==> src/hdl/doc_pkg.sv <==
package doc_pkg;

  localparam int NodeW    = 5;
  localparam int NodesDef = 26;

  typedef enum logic [1:0] {
    OP_ADD_EDGE = 2'd0,
    OP_SEQ_ITEM = 2'd1,
    OP_CLEAR    = 2'd2
  } op_e;

  typedef struct packed {
    op_e              op;
    logic [NodeW-1:0] from_node;
    logic [NodeW-1:0] to_node;
    logic             seq_last;
  } in_item_t;

  typedef struct packed {
    logic order_wrong;
    logic is_last;
  } out_item_t;

  // adjacency store controls
  typedef struct packed {
    logic rd_en;
    logic wr_en;
    logic clr;
  } adj_ctl_t;

  // reachability unit controls
  typedef struct packed {
    logic seed;
    logic pick_en;
    logic merge;
  } reach_ctl_t;

  typedef enum logic [2:0] {
    ST_IDLE    = 3'b001,
    ST_EDGE_WR = 3'b010,
    ST_EXPAND  = 3'b100
  } state_e;

endpackage

==> src/hdl/doc_adj_ram.sv <==
module doc_adj_ram #(
  parameter int NODES = doc_pkg::NodesDef,
  parameter int AddrW = $clog2(NODES)
) (
  input  logic              clk_i,
  input  logic              rst_ni,
  input  doc_pkg::adj_ctl_t ctl_i,
  input  logic [AddrW-1:0]  rd_addr_i,
  input  logic [AddrW-1:0]  wr_addr_i,
  input  logic [NODES-1:0]  wr_data_i,
  output logic [NODES-1:0]  row_o
);

  logic [NODES-1:0] mem_q [NODES];
  logic [NODES-1:0] valid_q;
  logic [NODES-1:0] rd_data_q;
  logic             rd_vld_q;

  always_ff @(posedge clk_i) begin
    if (ctl_i.wr_en) begin
      mem_q[wr_addr_i] <= wr_data_i;
    end
    if (ctl_i.rd_en) begin
      rd_data_q <= mem_q[rd_addr_i];
    end
  end

  // a row never written since the last clear reads as empty
  always_ff @(posedge clk_i or negedge rst_ni) begin
    if (!rst_ni) begin
      valid_q  <= '0;
      rd_vld_q <= 1'b0;
    end else begin
      if (ctl_i.clr) begin
        valid_q <= '0;
      end else if (ctl_i.wr_en) begin
        valid_q[wr_addr_i] <= 1'b1;
      end
      if (ctl_i.rd_en) begin
        rd_vld_q <= valid_q[rd_addr_i];
      end
    end
  end

  assign row_o = rd_vld_q ? rd_data_q : '0;

endmodule

==> config.mk <==
export PLATFORM = sky130hd
export DESIGN_NAME = doc_adj_ram
export DESIGN_NICKNAME = d
export VERILOG_FILES = /design/src/hdl/doc_pkg.sv /design/src/hdl/doc_adj_ram.sv
export SDC_FILE = /design/constraint.sdc
export NUM_CORES = 1
export LEC_CHECK = 0
export ABC_CLOCK_PERIOD_IN_PS = 3350
export BUFFER_PORTS_ARGS = -buffer_cell sky130_fd_sc_hd__buf_2
export CAP_MARGIN = 20
export CORE_ASPECT_RATIO = 0.6
export CORE_MARGIN = 5
export CORE_UTILIZATION = 32
export DETAILED_ROUTE_END_ITERATION = 8
export PLACE_DENSITY_LB_ADDON = 0.3
export SLEW_MARGIN = 20
export SYNTH_ARGS = -nofsm -noshare
export SYNTH_HDL_FRONTEND = slang
export SYNTH_SLANG_ARGS = --single-unit
==> constraint.sdc <==
create_clock -name clk_i -period 3.35 [get_ports clk_i]
set_input_delay 0.67 -clock clk_i [delete_from_list [all_inputs] [get_ports clk_i]]
set_output_delay 0.67 -clock clk_i [all_outputs]
set_load 0.05 [all_outputs]
Word-level counts from Yosys, hierarchy flattened
Memory sizes are Yosys's and may differ from the RTL's. A register that Yosys moved wholly into a read port is not among the register bits.
Index checks and enable logic that the tools add are counted.
W data, S select, Z words.

storage, ports and cells
  memories = 1
  register bits = 27
  latch bits = 0
  ROM bits = 0
  RAM bits = 676
  input port bits = 41
  word-level logic and storage cells = 18

cells by class
  multiplexer cells = 9
  reduce and logical (&&, ||, !) cells = 2
  $mul = 0
  add/subtract/negate cells = 0
  bitwise logic cells = 1
  shift operators = 0
  equality and inequality tests = 0
  magnitude comparators = 3
  divide/modulo/power cells = 0

memory list
  name   depth  width  read ports  clocked after Yosys merged registers in  write ports  RTL line           text
  mem_q  26     26     1           1                                        1            doc_adj_ram.sv:14  logic [NODES-1:0] mem_q [NODES];

operator list
  cell                  count
  $mux W26              3
  $or A26 B26 Y26       1
  $lt A5 B6 Y1 const B  2
  $bmux W1 S5           1
  $demux W1 S5          1
  $ge A5 B1 Y1 const B  1
  $mux W1               4
  $reduce_bool A2 Y1    1
  $logic_and A1 B1 Y1   1

Depth between registers and ports, before layout
Gate-level depths: netlist (run 1).

  depth in word-level cells = 7
  mapped depth = 7
  depth with buffers taken out = 4

Least setup slack after synthesis (run 1)
Ideal clock, no wire load.

  kind = input -> register
  start point = input wr_addr_i[1]
  end point = memory mem_q[20][0] (netlist name) (enable)
  setup slack = 581 ps
  arrival = 2359 ps
  setup time = 410 ps
  path buffers = 1
  required time = 2940 ps
  cell stages on the path = 3
  cells stage by stage = or3b_1 > clkbuf_1 > nor2_1

RTL lines
  what         RTL line           text
  from (decl)  doc_adj_ram.sv:9   input logic [AddrW-1:0] wr_addr_i,
  to (decl)    doc_adj_ram.sv:14

No word-level cell before the write port.

Final worst setup path (run 1)
  start point = register rd_vld_q
  end point = output row_o[1]

between the ends
  longest elaborated chain between the ends = 1

RTL lines
  what                    RTL line           text
  from (decl)             doc_adj_ram.sv:17  logic rd_vld_q;
  from (signal assigned)  doc_adj_ram.sv:40  rd_vld_q <= valid_q[rd_addr_i];
  $mux W26                doc_adj_ram.sv:45  assign row_o = rd_vld_q ? rd_data_q : '0;
  to (decl)               doc_adj_ram.sv:11  output logic [NODES-1:0] row_o

No other way between the ends.

==> results of run 1 <==
[synth_stat cells (all sizes together)]
master     n  area [um2]
a21oi     26         130
mux2      29         327
mux4     107        2410
a221oi     1        8.76
a31o       1        8.76
buf       51         424
or3        2        12.5
a311oi    26         390
or3b       4        35.0
o22ai     54         338
nor3       1        10.0
nand3     27         135
mux2i    111        1110
clkbuf    25        95.1
nand2b     1        6.26
a22oi     26         195
a2bb2oi    1        8.76
and2      27         169
and3       1        6.26
dfrtp     27         676
nand2     57         216
nor2      80         308
nand3b     5        37.5
edfxtp   702       21100
nor2b      4        25.0
[routing by layer]
layer | vias up | share of wire [%]
met5 | - | 0
met4 | 0 | 1.1
met3 | 66 | 6.0
met2 | 401 | 46
met1 | 7364 | 47
li1 | 5931 | -
[metrics by stage]
step                      area, um2  util, %
after detailed placement      30300     34.7
after CTS                     32300     36.9
after floorplan               28200        -
after global routing          32300     36.9
final                         32300     36.9
after global placement        30300     34.7
[cell usage in the layout (no fill, tap or decap), types with 11 or more instances in the layout]
cell / synthesis / layout
a311oi_2: 26 / 26
nand2_1: 56 / 56
and2_1: 27 / 27
nand3_1: 27 / 27
o22ai_1: 54 / 54
clkinv_2: 0 / 11
nor2_1: 79 / 53
mux2_2: 27 / 27
clkinv_1: 0 / 15
clkbuf_16: 0 / 62
buf_2: 18 / 63
dfrtp_1: 27 / 27
edfxtp_1: 702 / 702
buf_12: 0 / 11
a22oi_1: 26 / 26
buf_4: 11 / 60
nor2_4: 1 / 27
mux2i_1: 111 / 111
clkbuf_1: 24 / 11
a21oi_1: 26 / 26
mux4_2: 107 / 107
[worst max-delay path, delay by kind of cell (launching register included)]
family        cells  cell delay, ns
flops             1            0.34
simple gates      1            0.24
buf+inv           2            0.52
[kinds of logic after synthesis]
kind of cell | count (synthesis) | share of synthesized area [%]
multiplexers | 247 | 13.7
AND/OR/NAND/NOR | 209 | 3.41
flip-flops | 729 | 77.2
buffers and inverters | 76 | 1.84
AO/OA/AOI/OAI | 135 | 3.83
[cell type report]
type	count	area, um2	area share, %
diodes	1	2.50	0.00775
clock buffers	75	1620	5.02
repair buffers	136	1010	3.14
well taps	1161	1450	4.50
clock inverters	37	339	1.05
multi-input cells	591	6100	18.9
flip-flops and latches	729	21800	67.4
[sequential cells by signal, indices dropped and copies added, names as in the netlist]
signal,flops
rd_data_q,26
valid_q,26
mem_q,676
rd_vld_q,1
[final timing paths]
path | start | endpoint | slack [ns] | depth (start not counted)
setup / recovery | rd_vld_q$_DFFE_PN0P_ | row_o[1] | 0.97 | 3
setup reg to reg | mem_q[6][13]$_DFFE_PP_ | rd_data_q[13]$_DFFE_PP_ | 1.58 | 4
min in group clk_i | valid_q[14]$_DFFE_PN0P_ | valid_q[14]$_DFFE_PN0P_ | 0.50 | 2
max in group asynchronous | rst_ni | valid_q[10]$_DFFE_PN0P_ | 2.79 | 1
hold / removal | rst_ni | valid_q[17]$_DFFE_PN0P_ | 0.11 | 1
hold reg to reg | valid_q[14]$_DFFE_PN0P_ | valid_q[14]$_DFFE_PN0P_ | 0.50 | 2
[power by group]
part	internal (uW)	switching [uW]	total, uW
Sequential	10100	44.5	10200
Combinational	375	780	1150
Clock	3890	3190	7070
Total	14400	4010	18400
==> out/qor.csv, run 1 <==
metric,value,unit
Initial Util,32.2,%
CTS tree,done,
placed cell count,2617,
Max-cap violations,0,
GRT Residual Overflow,0,
first-pass GRT wire length,100000,um
Max clock buf depth,3,
Worst path slowest cell,dfrtp_1,
post-synthesis average cell area,20.2,um2
M2 GR Usage,22.8,%
Row Count,84,
share of cells above drive strength 1,26.5,%
Setup WS post-layout,0.967,ns
routed vias,13762,
critical path cell sequence,buf_4 > and2_1 > buf_2,
Hold Path Class,in -> async,
PortBufs,66,
HPWL Detailed,44500,um
Die H,240,um
largest net degree at the start of global routing,51,
final hold violations,0,
Syn Inst Count,1396,
CTS H-Tree Depth,2,
detailed-route wire length per cell,25.5,um
Final period util,71.1,%
chip width,393,um
post-synthesis cell area,0.0282,mm2
Worst-Margin Slew,0.917,ns
Vias/cell,5.04,
met1 Usage GRT,22.1,%
# fillers,8008,
Slew Limit Fails,0,
core area,0.0874,mm2
ANT nets after route,0,
M3 GR Usage,2.54,%
Crit path required time,2.68,ns
Post-CTS Setup Bufs,0,
initial antenna violation count,1,
I/O Pins,67,
Max Freq,420,MHz
dpl ws,0.552,ns
area grow syn2layout,14.6,%
vias in the first global route,13786,
Mapped Nets,1437,
clk_skew,0.0321,ns
status,finished clean,
Yosys warning total,0,
Final Power,18400,uW
latest clock arrival within the worst-skew pair,0.63,ns
RSZ-0062 raised after global routing,no,
endpoints failing setup,0,
global route hottest layer,met2,
Root Buffer Master,clkbuf_16,
Clock transition at path regs,0.07,ns
Iteration-0 DRC Markers,1196,
endpoint class of the critical path,output port,
CP max FO,12,
Num CTS Buffers,60,
slew margin rel.,38.7,%
WS Path Type,reg -> out,
Leak,0.0104,uW
drc violations,0,
Critical Path Source Type,register,
post-synthesis sequential area ratio,77.2,%
DRT Pass-1 Iters,5,
total track usage,14.7,%
Netlist cell types,33,
number of clock sinks,729,
Worst path max stage delay,0.34,ns
die area,0.0942,mm2
Post-CTS Hold Buffers,0,
NumNets Final,1559,
Final Critical Period,2.38,ns
"FF+latch count, synth",729,
arrival time at the worst endpoint,1.71,ns
Total Wirelength,69600,um
non-filler instance count after layout,2730,
WHS,0.105,ns
pwr dens,570,mW/mm2
VDD IR max,0.000377,V
Final Wtd Congestion,0.782,
Final TNS setup,0,ns
Post-CTS Resized,0,
Power figures use the tool's default switching activity.
==> run 2, diff against run 1 <==
ABC_CLOCK_PERIOD_IN_PS = 2340   (was 3350)
clock period = 2.34 ns   (was 3.35 ns; I/O delays follow)
==> out/qor.csv, run 2 (synthesized netlist as in run 1, its figures left out) <==
metric,value,unit,change
WS Path Type,reg -> out,,unchanged
Biggest register,mem_q,,unchanged
share of cells above drive strength 1,28.5,%,was 26.5%
R2R Setup Slk,0.74,ns,was 1.58 ns
NumNets Final,1595,,was 1559
Slew Limit Fails,0,,unchanged
Final TNS setup,0,ns,unchanged
Die H,240,um,unchanged
Leak,0.0107,uW,was 0.0104 uW
Vias/cell,5.19,,was 5.04
largest net degree at the start of global routing,46,,was 51
Final period util,95.9,%,
Max Freq,445,MHz,
Max clock buf depth,3,,unchanged
final hold violations,0,,unchanged
pwr dens,798,mW/mm2,was 570 mW/mm2
routed vias,14323,,was 13762
Final Critical Period,2.24,ns,
CP max FO,16,,was 12
Root Buffer Master,clkbuf_16,,unchanged
vias in the first global route,14543,,was 13786
ANT nets after route,0,,unchanged
CTS tree,done,,unchanged
Final Instance Area,0.0330,mm2,was 0.0323 mm2
Max-cap violations,0,,unchanged
GRT Residual Overflow,0,,unchanged
total track usage,15.9,%,was 14.7%
clk_skew,0.0231,ns,was 0.0321 ns
number of flip-flops in the largest register,676,,unchanged
endpoints failing setup,0,,unchanged
number of clock sinks,729,,unchanged
Hold Path Class,in -> reg,,was in -> async
Num CTS Buffers,61,,was 60
HPWL Detailed,44400,um,was 44500 um
Crit path required time,1.87,ns,was 2.68 ns
"commonest non-fill, non-tap cell in the layout",edfxtp_1,,unchanged
I/O Pins,67,,unchanged
Clock transition at path regs,0.07,ns,about the same
initial antenna violation count,1,,unchanged
area grow syn2layout,17.2,%,was 14.6%
Post-CTS Setup Bufs,0,,unchanged
drc violations,0,,unchanged
slew margin rel.,35.1,%,was 38.7%
placed inst area,0.0311,mm2,was 0.0303 mm2
Largest regs,"mem_q (676), rd_data_q (26), valid_q (26)",,unchanged
RSZ-0062 raised after global routing,no,,unchanged
die area,0.0942,mm2,unchanged
"commonest cells after routing, fill and taps aside","edfxtp_1, mux2i_1, mux4_2",,unchanged
first-pass GRT wire length,107000,um,was 100000 um
core area,0.0874,mm2,unchanged
Total Wirelength,75400,um,was 69600 um
status,finished clean,,unchanged
Row Count,84,,unchanged
Initial Util,32.2,%,unchanged
DRT Pass-1 Iters,5,,unchanged
Critical Path Source Type,register,,unchanged
detailed-route wire length per cell,27.3,um,was 25.5 um
Final Wtd Congestion,0.754,,was 0.782
CTS H-Tree Depth,2,,unchanged
Final Power,26300,uW,was 18400 uW
Worst-Margin Slew,0.970,ns,was 0.917 ns
PortBufs,66,,unchanged
Iteration-0 DRC Markers,1436,,was 1196
latest clock arrival within the worst-skew pair,0.64,ns,was 0.63 ns
endpoint class of the critical path,output port,,unchanged
arrival time at the worst endpoint,1.78,ns,was 1.71 ns
VDD IR max,0.000583,V,was 0.000377 V
chip width,393,um,unchanged
==> run 2: cell types whose count changed in the layout (fill, tap and decap cells not counted), sizes merged <==
cell	before	now
inv	0	4
bufinv	6	5
clkbuf	75	69
buf	136	169
dlygate4sd3	0	1
==> run 2: worst max-delay path, stage by stage (launching register included) <==
cell and delay [ns]:
dfrtp_1 0.37, buf_4 0.28, and2_1 0.21, buf_2 0.27
==> run 2: timing repair <==
item / in CTS / in global routing
resized for setup: 1 / 1
endpoints found under the setup margin: 1 / 1
hold endpoints to repair: 27 / 0
cloned: 0 / 0
hold buffers: 1 / 0
==> run 2: path summary, 6_finish.rpt <==
path	from	end	depth (start not counted)
max	rd_vld_q$_DFFE_PN0P_	row_o[21]	3
min	wr_data_i[10]	mem_q[16][10]$_DFFE_PP_	1
max reg2reg	mem_q[14][2]$_DFFE_PP_	rd_data_q[2]$_DFFE_PP_	3
min reg2reg	valid_q[17]$_DFFE_PN0P_	valid_q[17]$_DFFE_PN0P_	2
max in group asynchronous	rst_ni	valid_q[23]$_DFFE_PN0P_	2
min in group asynchronous	rst_ni	valid_q[4]$_DFFE_PN0P_	2
==> run 2: final cells by class <==
cell class | count | area (um2)
well taps | 1161 | 1450
repair buffers | 171 | 1770
clock buffers | 68 | 1570
diodes | 1 | 2.50
multi-input cells | 591 | 6100
flip-flops and latches | 729 | 21800
fillers | 7974 | 54400
clock inverters | 40 | 353
==> run 2: report_power, final <==
group | switching [uW] | total, uW | internal [uW]
registers | 51.8 | 14600 | 14500
logic | 1120 | 1730 | 614
clock network | 4660 | 10100 | 5390
==> run 2: per-stage QoR <==
step / utilization (%) / hold WS [ns] / cells / worst slack (ns)
4_1_cts: 37.7 / 0.242 / 2760 / 0.0154
6_report: 37.7 / 0.290 / 2761 / 0.0952
5_1_grt: 37.7 / 0.268 / 2760 / 0.0108
3_5_place_dp: 35.5 / 0.483 / 2651 / 0.00926
3_3_place_gp: 35.5 / 0.472 / 2651 / 0.0236
2_1_floorplan: - / 0.172 / 1396 / -0.227
==> run 2: metal layers <==
| metal | up-vias | track usage, % | wire [um] |
|---|---|---|---|
| met4 | 0 | 2.72 | 1120 |
| met1 | 7659 | 24.3 | 35200 |
| met2 | 558 | 23.7 | 33100 |
| met3 | 93 | 3.26 | 5960 |
| met5 | - | 0 | 0 |
| li1 | 6013 | - | - |
