--- src/hdl/doc_pkg.sv ---
package doc_pkg;

  localparam int NodeW    = 5;
  localparam int NodesDef = 26;

  typedef enum logic [1:0] {
    OP_ADD_EDGE = 2'd0,
    OP_SEQ_ITEM = 2'd1,
    OP_CLEAR    = 2'd2
  } op_e;

  typedef struct packed {
    op_e              op;
    logic [NodeW-1:0] from_node;
    logic [NodeW-1:0] to_node;
    logic             seq_last;
  } in_item_t;

  typedef struct packed {
    logic order_wrong;
    logic is_last;
  } out_item_t;

  // adjacency store controls
  typedef struct packed {
    logic rd_en;
    logic wr_en;
    logic clr;
  } adj_ctl_t;

  // reachability unit controls
  typedef struct packed {
    logic seed;
    logic pick_en;
    logic merge;
  } reach_ctl_t;

  typedef enum logic [2:0] {
    ST_IDLE    = 3'b001,
    ST_EDGE_WR = 3'b010,
    ST_EXPAND  = 3'b100
  } state_e;

endpackage

--- src/hdl/doc_reach_unit.sv ---
module doc_reach_unit #(
  parameter int NODES = doc_pkg::NodesDef,
  parameter int AddrW = $clog2(NODES)
) (
  input  logic                clk_i,
  input  logic                rst_ni,
  input  doc_pkg::reach_ctl_t ctl_i,
  input  logic [AddrW-1:0]    seed_idx_i,
  input  logic [NODES-1:0]    row_i,
  output logic [AddrW-1:0]    pick_idx_o,
  output logic                pick_any_o,
  output logic [NODES-1:0]    reach_o
);

  logic [NODES-1:0] reach_q, reach_d;
  logic [NODES-1:0] pending_q, pending_d;
  logic [NODES-1:0] cand;
  logic [NODES-1:0] pick_mask;
  logic [NODES-1:0] seed_mask;

  // nodes still to be visited, with any newly arrived row forwarded
  assign cand = pending_q | (ctl_i.merge ? (row_i & ~reach_q) : '0);

  always_comb begin
    pick_idx_o = '0;
    for (int i = NODES - 1; i >= 0; i--) begin
      if (cand[i]) begin
        pick_idx_o = AddrW'(i);
      end
    end
  end

  assign pick_any_o = |cand;
  assign pick_mask  = NODES'(1) << pick_idx_o;
  assign seed_mask  = NODES'(1) << seed_idx_i;

  always_comb begin
    reach_d   = reach_q;
    pending_d = cand & ~(ctl_i.pick_en ? pick_mask : '0);
    if (ctl_i.seed) begin
      reach_d   = seed_mask;
      pending_d = seed_mask;
    end else if (ctl_i.merge) begin
      reach_d = reach_q | row_i;
    end
  end

  always_ff @(posedge clk_i or negedge rst_ni) begin
    if (!rst_ni) begin
      reach_q   <= '0;
      pending_q <= '0;
    end else begin
      reach_q   <= reach_d;
      pending_q <= pending_d;
    end
  end

  assign reach_o = reach_q;

endmodule

--- config.mk ---
export PLATFORM = sky130hd
export DESIGN_NAME = doc_reach_unit
export DESIGN_NICKNAME = d
export VERILOG_FILES = /design/src/hdl/doc_pkg.sv /design/src/hdl/doc_reach_unit.sv
export SDC_FILE = /design/constraint.sdc
export NUM_CORES = 1
export LEC_CHECK = 0
export CAP_MARGIN = 20
export CORE_MARGIN = 1
export CORE_UTILIZATION = 30
export CTS_BUF_LIST = sky130_fd_sc_hd__clkbuf_4 sky130_fd_sc_hd__clkbuf_8
export DETAILED_ROUTE_END_ITERATION = 7
export DONT_BUFFER_PORTS = 1
export MAX_ROUTING_LAYER = met4
export SYNTH_ARGS = -nofsm -noshare
export SYNTH_HDL_FRONTEND = slang
export SYNTH_SLANG_ARGS = --single-unit
--- constraint.sdc ---
create_clock -name clk_i -period 3.9 [get_ports clk_i]
set_clock_uncertainty 0.05 [all_clocks]
set_input_delay 0.585 -clock clk_i [delete_from_list [all_inputs] [get_ports clk_i]]
set_output_delay 0.585 -clock clk_i [all_outputs]
set_load 0.02 [all_outputs]
Word-level counts from Yosys, hierarchy flattened
Index checks and enable logic that the tools add are counted.
{"block": "totals", "register_bits": 52, "latch_bits": 0, "ramBits": 0, "mem_bits_ro": 0, "input_bits": 36, "out_inout_bits": 32, "n_memories": 0}
{"block": "classes", "add_sub_neg": 0, "n_mul": 0, "n_div": 0, "magnitude_cmp": 0, "n_eq_ne": 0, "shift": 2, "mux": 31, "n_bitwise": 6, "n_reduce_logical": 2}
{"op": "two-way mux 26 bit", "n": 5}
{"op": "two-way mux 5 bit", "n": 26}
{"op": "AND 26 bit", "n": 2}
{"op": "inverter 26 bit", "n": 2}
{"op": "OR 26 bit", "n": 2}
{"op": "left shift 1 x 5 -> 26 bit, first input constant", "n": 2}
{"op": "OR reduction 26 bit", "n": 1}
{"op": "nonzero test 2 bit", "n": 1}

Longest topological paths before layout
Gate-level depths: netlist of run 1.
{"block": "logic_depth", "depth_word": 35, "depth_mapped": 10, "ltp_nobuf": 8}

Worst setup path after synthesis of run 1
Ideal clock, no wire load.
{"block": "synth_timing", "path_type": "input to output", "startpoint": "input ctl_i[0] in the netlist's numbering", "endpoint": "output pick_idx_o[3]", "t_arrival_ns": 2.255, "path_slack_ns": 1.010, "path_stages": 6, "n_path_buf": 0, "cell_sequence": "and3b_1 -> or4_1 -> or4b_4 -> a21oi_2 -> nor2_1 -> nor2_1"}
{"block": "synth_via", "elab_chain_len": 28}
{"item": "from (decl)", "line_no": "doc_reach_unit.sv:7", "source": "input doc_pkg::reach_ctl_t ctl_i,"}
{"item": "two-way mux 26 bit (*)", "line_no": "doc_reach_unit.sv:22", "source": "assign cand = pending_q | (ctl_i.merge ? (row_i & ~reach_q) : '0);"}
{"item": "OR 26 bit (*)", "line_no": "doc_reach_unit.sv:22"}
{"item": "two-way mux 5 bit (25 in series)", "line_no": "doc_reach_unit.sv:27", "source": "if (cand[i]) begin"}
{"item": "two-way mux 5 bit (*)", "line_no": "doc_reach_unit.sv:27"}
{"item": "to (decl)", "line_no": "doc_reach_unit.sv:10", "source": "output logic [AddrW-1:0] pick_idx_o,"}
Mark *: on every way between the ends. The rest lies on a longest branch, timed or not.

Final worst setup path of run 1
{"block": "layout_timing", "startpoint": "register reach_q[19] (netlist: reach_o[19])", "endpoint": "output pick_idx_o[3]"}
{"block": "layout_via", "elab_chain_len": 24}
{"item": "from (decl)", "line_no": "doc_reach_unit.sv:15", "source": "logic [NODES-1:0] reach_q, reach_d;"}
{"item": "from (signal assigned)", "line_no": "doc_reach_unit.sv:53", "source": "reach_q <= reach_d;"}
{"item": "inverter 26 bit", "line_no": "doc_reach_unit.sv:22"}
{"item": "AND 26 bit", "line_no": "doc_reach_unit.sv:22"}
{"item": "two-way mux 26 bit", "line_no": "doc_reach_unit.sv:22"}
{"item": "OR 26 bit", "line_no": "doc_reach_unit.sv:22"}
{"item": "two-way mux 5 bit (20 in series)", "line_no": "doc_reach_unit.sv:27"}
Every way passes these cells.

==> metrics, run 1 <==
cell with the biggest individual delay on the critical path=sky130_fd_sc_hd__or4b_4; cell chain of the critical path=and3b_1, or4_1, or4b_4, a21oi_2, nor2_1, nor2_1; layer with the highest usage after global routing=met2; Max Slew Vio Count=0; final cycle utilization of the critical path=0.8419; Most common cell on crit path=sky130_fd_sc_hd__nor2_1; combinational share of power=0.231; Least-Margin Pin Slew=0.7770 ns; Tmin final=around 3.3 ns; maximum clock rate=0.3046 GHz; Max-cap violations=0; EDFF count, synth=0; leakage power of the design=1.512 nW; grt met2 use=0.3147; # Post-CTS Setup Buffers=0; number of DRC markers after the initial detailed-route iteration=182; top area cells in the synthesized netlist=sky130_fd_sc_hd__dfrtp_1 (39%), sky130_fd_sc_hd__a21oi_1 (7.3%), sky130_fd_sc_hd__and3b_1 (6.1%); required time worst endpoint=3.26 ns; most frequent standard cell in the layout excluding fill and tap cells=sky130_fd_sc_hd__dfrtp_1; IO Count=a little under 70; path type of the worst min-delay path=in2async; Setup crit start kind=flop; clock insertion delay at the later pin of the skew report=around 0.31 ns; area fraction of the dominant cell type after synthesis=0.3939; DPL Wire Length=7652 microns; total power consumption of the routed design=around 1.4 mW; post-synth cell types=57; switching share of total power=0.3251; Clock Pin Slew Worst Setup and Hold Paths=0.10 ns; height of the chip=about 110 microns; FFs w/ async S/R, synth=1.000; average vias per placed instance=5.739; Area Overhead vs Synth=7.197%; total die area=about 11,000 sq um; largest net degree at the start of global routing=53; fraction of the yosys area taken by sequential cells=0.3939; startpoint of the worst register-to-register path=reach_o[17]; 1st-pass router iterations=5; initial standard-cell utilization of the core=0.3143; Critical Path End=pick_idx_o[3]; IR drop worst, VDD=0.1547 mV; net total in the final layout=404; Overall Global Routing Usage=0.1921; CTS H-Tree Depth=2; Wirelength per Cell=between 20 and 25 microns; most frequently used flop master after synthesis=sky130_fd_sc_hd__dfrtp_1; first-pass GRT wire length=16,360 microns; critical path peak fanout=4; start-to-end type of the worst setup path=reg2out; result of the run=completed; number of antenna violations at the first check in global routing=0; synthesized instance count=376; number of warnings issued by yosys=0; number of buffers added on ports=0; final weighted congestion of routability-driven global placement=0.9011; synthesized cell area=approximately 3300 sq um; TritonCTS sink count=52; DRC Markers=0; Bufs on Longest Clock Path=2; fraction of layout cells with a size suffix above 1=0.1003; count of inserted antenna diode cells=0; worst endpoint data arrival time=~2.7 ns; leftover overflow at the end of global routing=0; Final Util=0.3369; number of vias in the routed layout=2,898; area leader, netlist=sky130_fd_sc_hd__dfrtp_1; internal power=0.9297 mW; Reg2Reg Setup Slack=1.00 ns; critical path launch point=reach_o[19]; NetSw=0.4478 mW; sequential fraction of design power=0.468; r2r endpoint=pending_q[12]; clock buffer count from CTS=5; TritonCTS clock tree=done; final hold vios=0; GR Layer Usage met1=0.2348; clock power share=0.301; setup repair after global routing missed its margin=no; tightest hold margin=0.06158 ns; x dimension of the die=about 110 microns; post-synthesis sequential element count=52; vias in the first global route=slightly below 3,000; remaining antenna violation count after routing=0; worst slack after detailed placement=0.8531 ns; total setup violations reported at the end of the flow=0; max incr delay on CP=0.60 ns; core region area=between 10,000 and 15,000 sq um; Synth Net Count=412; endpoint type of the worst setup path=output pin; PwrDens=389.0 nW/um^2; Setup Total Neg Slack=0 ns; minimum setup slack in the final design=approximately 0.62 ns; max_slew headroom=0.4780; mean cell area of the mapped netlist=approximately 8.8 sq um; met3 Use GR=0.05350; Worst Reg2Reg Path Length in Cells=6; Resize count post-CTS=0; drt total wl=10,140 microns; root buf cell=sky130_fd_sc_hd__clkbuf_8; highest-count cells in the layout ignoring fill and taps=sky130_fd_sc_hd__dfrtp_1 (52), sky130_fd_sc_hd__a21oi_1 (48), sky130_fd_sc_hd__nor2_1 (31); number of rows in the core area=37
==> timing repair <==
item,in CTS,in global routing
hold buffers,1,0
endpoints found under the hold margin,52,0
setup endpoints to repair,0,0
==> how the worst min path moves through the flow <==
stage,endpoint,cells after the start
CTS,pending_q[5],1
global placement,reach_o[4],0
global route,reach_o[3],1
finish,reach_o[6],1
floorplan,pending_q[0],0
detailed placement,reach_o[4],0
==> cells in the mapped netlist (8+ instances only) <==
cell type and number:
sky130_fd_sc_hd__nor3_1 9, sky130_fd_sc_hd__a31oi_1 20, sky130_fd_sc_hd__nor4_2 8, sky130_fd_sc_hd__dfrtp_1 52, sky130_fd_sc_hd__nand2_1 29, sky130_fd_sc_hd__nand2b_1 22, sky130_fd_sc_hd__nor2_1 31, sky130_fd_sc_hd__nand3_1 11
sky130_fd_sc_hd__and3b_1 23, sky130_fd_sc_hd__o21a_1 15, sky130_fd_sc_hd__a21oi_1 48, sky130_fd_sc_hd__clkbuf_1 12, sky130_fd_sc_hd__inv_1 10
==> power by group through the flow <==
| stage | Clock, mW | Sequential, mW | Combinational [mW] |
|---|---|---|---|
| after global placement | 0 | 0.654 | 0.298 |
| after CTS | 0.425 | 0.645 | 0.318 |
| after floorplan | 0 | 0.645 | 0.251 |
| final | 0.415 | 0.645 | 0.318 |
| after global routing | 0.446 | 0.651 | 0.352 |
| after detailed placement | 0 | 0.656 | 0.302 |
==> area by class of cell <==
cell class	count	area [sq um]
clock buffer	7	96.34
inverter	12	45.04
multi-input combinational	296	1871
timing repair buffer	1	27.53
clock inverter	1	30.03
tap	136	170.2
sequential	52	1301
fill	1099	6968
==> registers in the layout, indices dropped and copies added (netlist names) <==
name and flops:
pending_q 26, reach_o 26
==> through the flow <==
stage | instance area (sq um) | cells
floorplan | 3303 | 376
global placement | 3387 | 496
detailed placement | 3387 | 496
CTS | 3541 | 505
global route | 3541 | 505
finish | 3541 | 505
==> critical path, delay by kind of cell, from the launching register on <==
family           cells  cell delay [ns]
AO/OA/AOI/OAI        1             0.14
flip-flops           1             0.48
AND/OR/NAND/NOR      5             1.72
==> logic make-up after synthesis <==
logic type             synth area share
AND/OR/NAND/NOR                  0.3254
buffers and inverters           0.03977
flip-flops                       0.3939
AO/OA/AOI/OAI                    0.2409
==> metal layers <==
metal	part of all wire	up-vias
li1	-	1366
met1	0.43	1418
met2	0.49	103
met3	0.074	11
met4	0.012	0
met5	0	-
Note: power is estimated with default switching activity, not from simulation.
==> run 2, diff against run 1 <==
- clock period: 3.9 -> 2.87 ns (I/O delays scaled with it)
==> metrics, run 2 (synthesized netlist as in run 1, its figures left out) <==
result of the run=complete, but fails checks; violated checks=setup timing; Max-cap violations=0 (unchanged); switching share of total power=0.3369 (+0.01185); tightest hold margin=0.1477 ns (+0.08614 ns); final weighted congestion of routability-driven global placement=0.8902 (-1.2%); required time worst endpoint=2.39 ns (-0.87 ns); internal power=1.228 mW (+32%); Area Overhead vs Synth=14.89%; IO Count=68 (unchanged); core region area=10,510 sq um (unchanged); PwrDens=488.2 nW/um^2 (+25%); Placement Cell Area=3560 sq um (+5.1%); initial standard-cell utilization of the core=0.3143 (unchanged); Hold Startpoint=ctl_i[2]; number of buffers added on ports=0 (unchanged); Worst Reg2Reg Path Length in Cells=7 (+1); 1st-pass router iterations=4 (-1); Final Util=0.3611 (+0.02417); Setup crit start kind=flop; root buf cell=sky130_fd_sc_hd__clkbuf_8; Max Slew Vio Count=0 (unchanged); startpoint of the worst register-to-register path=reach_o[17]; clock buffer count from CTS=5 (unchanged); largest net degree at the start of global routing=53 (unchanged); start-to-end type of the worst setup path=reg2out; net total in the final layout=433 (+7.2%); number of rows in the core area=37 (unchanged); DRC Markers=0 (unchanged); clock insertion delay at the later pin of the skew report=0.31 ns (about the same); path type of the worst min-delay path=in2reg; minimum setup slack in the final design=-0.02078 ns (-0.6373 ns); maximum clock rate=0.3459 GHz; total setup violations reported at the end of the flow=1 (+1); r2r endpoint=pending_q[13]; fraction of layout cells with a size suffix above 1=0.1834 (+0.08315); total die area=11,430 sq um (unchanged); Bufs on Longest Clock Path=2 (unchanged); DPL Wire Length=7715 microns (+0.82%); leakage power of the design=1.653 nW (+9.4%); met3 Use GR=0.04255 (-0.01094); worst slack after detailed placement=0.2132 ns (-0.6399 ns); Overall Global Routing Usage=0.1891 (-0.002956); first-pass GRT wire length=16,130 microns (-1.4%); endpoint type of the worst setup path=output pin; Critical Path End=pick_idx_o[3]; layer with the highest usage after global routing=met2; IR drop worst, VDD=0.1978 mV (+28%); final cycle utilization of the critical path=1.007; critical path launch point=reach_o[17]; number of vias in the routed layout=3,002 (+3.6%); CTS H-Tree Depth=2 (unchanged); Reg2Reg Setup Slack=0.24 ns (-0.76 ns); Least-Margin Pin Slew=0.6185 ns (-0.1585 ns); max_slew headroom=0.5859 (+0.1079); number of antenna violations at the first check in global routing=0 (unchanged); Wirelength per Cell=19.30 microns (-3.9%); Placed Instances=519 (+4.6%); Tmin final=2.891 ns; clock power share=0.252 (-0.049); Clock Pin Slew Worst Setup and Hold Paths=0.10 ns (about the same); count of inserted antenna diode cells=0 (unchanged); height of the chip=106.9 microns (unchanged); final hold vios=0 (unchanged); TritonCTS clock tree=done; TritonCTS sink count=52 (unchanged); grt met2 use=0.2926 (-0.02212); worst endpoint data arrival time=2.41 ns (-0.24 ns); combinational share of power=0.282 (+0.051); NetSw=0.6242 mW (+39%); most frequent standard cell in the layout excluding fill and tap cells=sky130_fd_sc_hd__a21oi_1; Post-Layout Inst Area=3795 sq um (+7.2%); average vias per placed instance=5.622 (-2.0%); Fill cells=1,089 (-0.91%); drt total wl=10,300 microns (+1.6%); highest-count cells in the layout ignoring fill and taps=sky130_fd_sc_hd__a21oi_1 (48), sky130_fd_sc_hd__dfrtp_1 (47), sky130_fd_sc_hd__nor2_1 (30); GR Layer Usage met1=0.2422 (+0.007324); x dimension of the die=106.9 microns (unchanged); sequential fraction of design power=0.465 (-0.003); vias in the first global route=2,988 (+0.64%); Layout Cells excl Fill=534 (+5.7%); remaining antenna violation count after routing=0 (unchanged); setup repair after global routing missed its margin=yes; number of DRC markers after the initial detailed-route iteration=184 (+1.1%); critical path peak fanout=4 (unchanged); leftover overflow at the end of global routing=0 (unchanged)
-- run 2: worst min path at each step --
| stage | end | cells after the start |
|---|---|---|
| 3_3_place_gp | reach_o[4] | 0 |
| 6_report | reach_o[16] | 1 |
| 5_1_grt | reach_o[21] | 1 |
| 4_1_cts | reach_o[3] | 1 |
| 2_1_floorplan | pending_q[0] | 0 |
| 3_5_place_dp | reach_o[4] | 0 |
-- run 2: power groups by stage --
stage | clock [mW] | combinational, mW | sequential (mW)
3_5_place_dp | 0 | 0.470 | 0.872
4_1_cts | 0.486 | 0.500 | 0.859
3_3_place_gp | 0 | 0.466 | 0.870
2_1_floorplan | 0 | 0.342 | 0.877
5_1_grt | 0.506 | 0.569 | 0.871
6_report | 0.467 | 0.523 | 0.862
-- run 2: critical path, cell delays in order, from the launching register on --
cell                      delay (ns)
sky130_fd_sc_hd__dfrtp_1        0.36
sky130_fd_sc_hd__and3b_2        0.23
sky130_fd_sc_hd__or4_4          0.49
sky130_fd_sc_hd__or4b_4         0.57
sky130_fd_sc_hd__a21oi_2        0.13
sky130_fd_sc_hd__nor2_1         0.05
sky130_fd_sc_hd__nor2_1         0.10
sky130_fd_sc_hd__buf_4          0.16
-- run 2: timing repair --
item / CTS / global route
buffers inserted: 1 / 4
endpoints found under the setup margin: 2 / 5
hold buffers: 2 / 0
hold endpoints to repair: 52 / 0
gates resized for setup: 2 / 12
gates cloned: 0 / 0
pin swaps: 1 / 2
-- run 2: area by class of cell --
type / instances / area [sq um] / area share
inverters: 12 / 47.55 / 0.01253
flip-flops and latches: 52 / 1308 / 0.3445
repair buffers: 30 / 247.7 / 0.06528
well taps: 136 / 170.2 / 0.04484
multi-input cells: 296 / 1924 / 0.5071
clock buffers: 8 / 97.59 / 0.02572
-- run 2: per-layer routing --
metal | vias up | share of wire
met5 | - | 0
met1 | 1454 | 0.43
met3 | 21 | 0.078
li1 | 1428 | -
met2 | 99 | 0.47
met4 | 0 | 0.022
-- run 2: per-stage QoR --
stage	setup TNS [ns]	total power, mW
floorplan	0	1.219
global placement	0	1.336
global route	-0.1708	1.946
CTS	-0.01990	1.845
finish	-0.02078	1.853
detailed placement	0	1.342
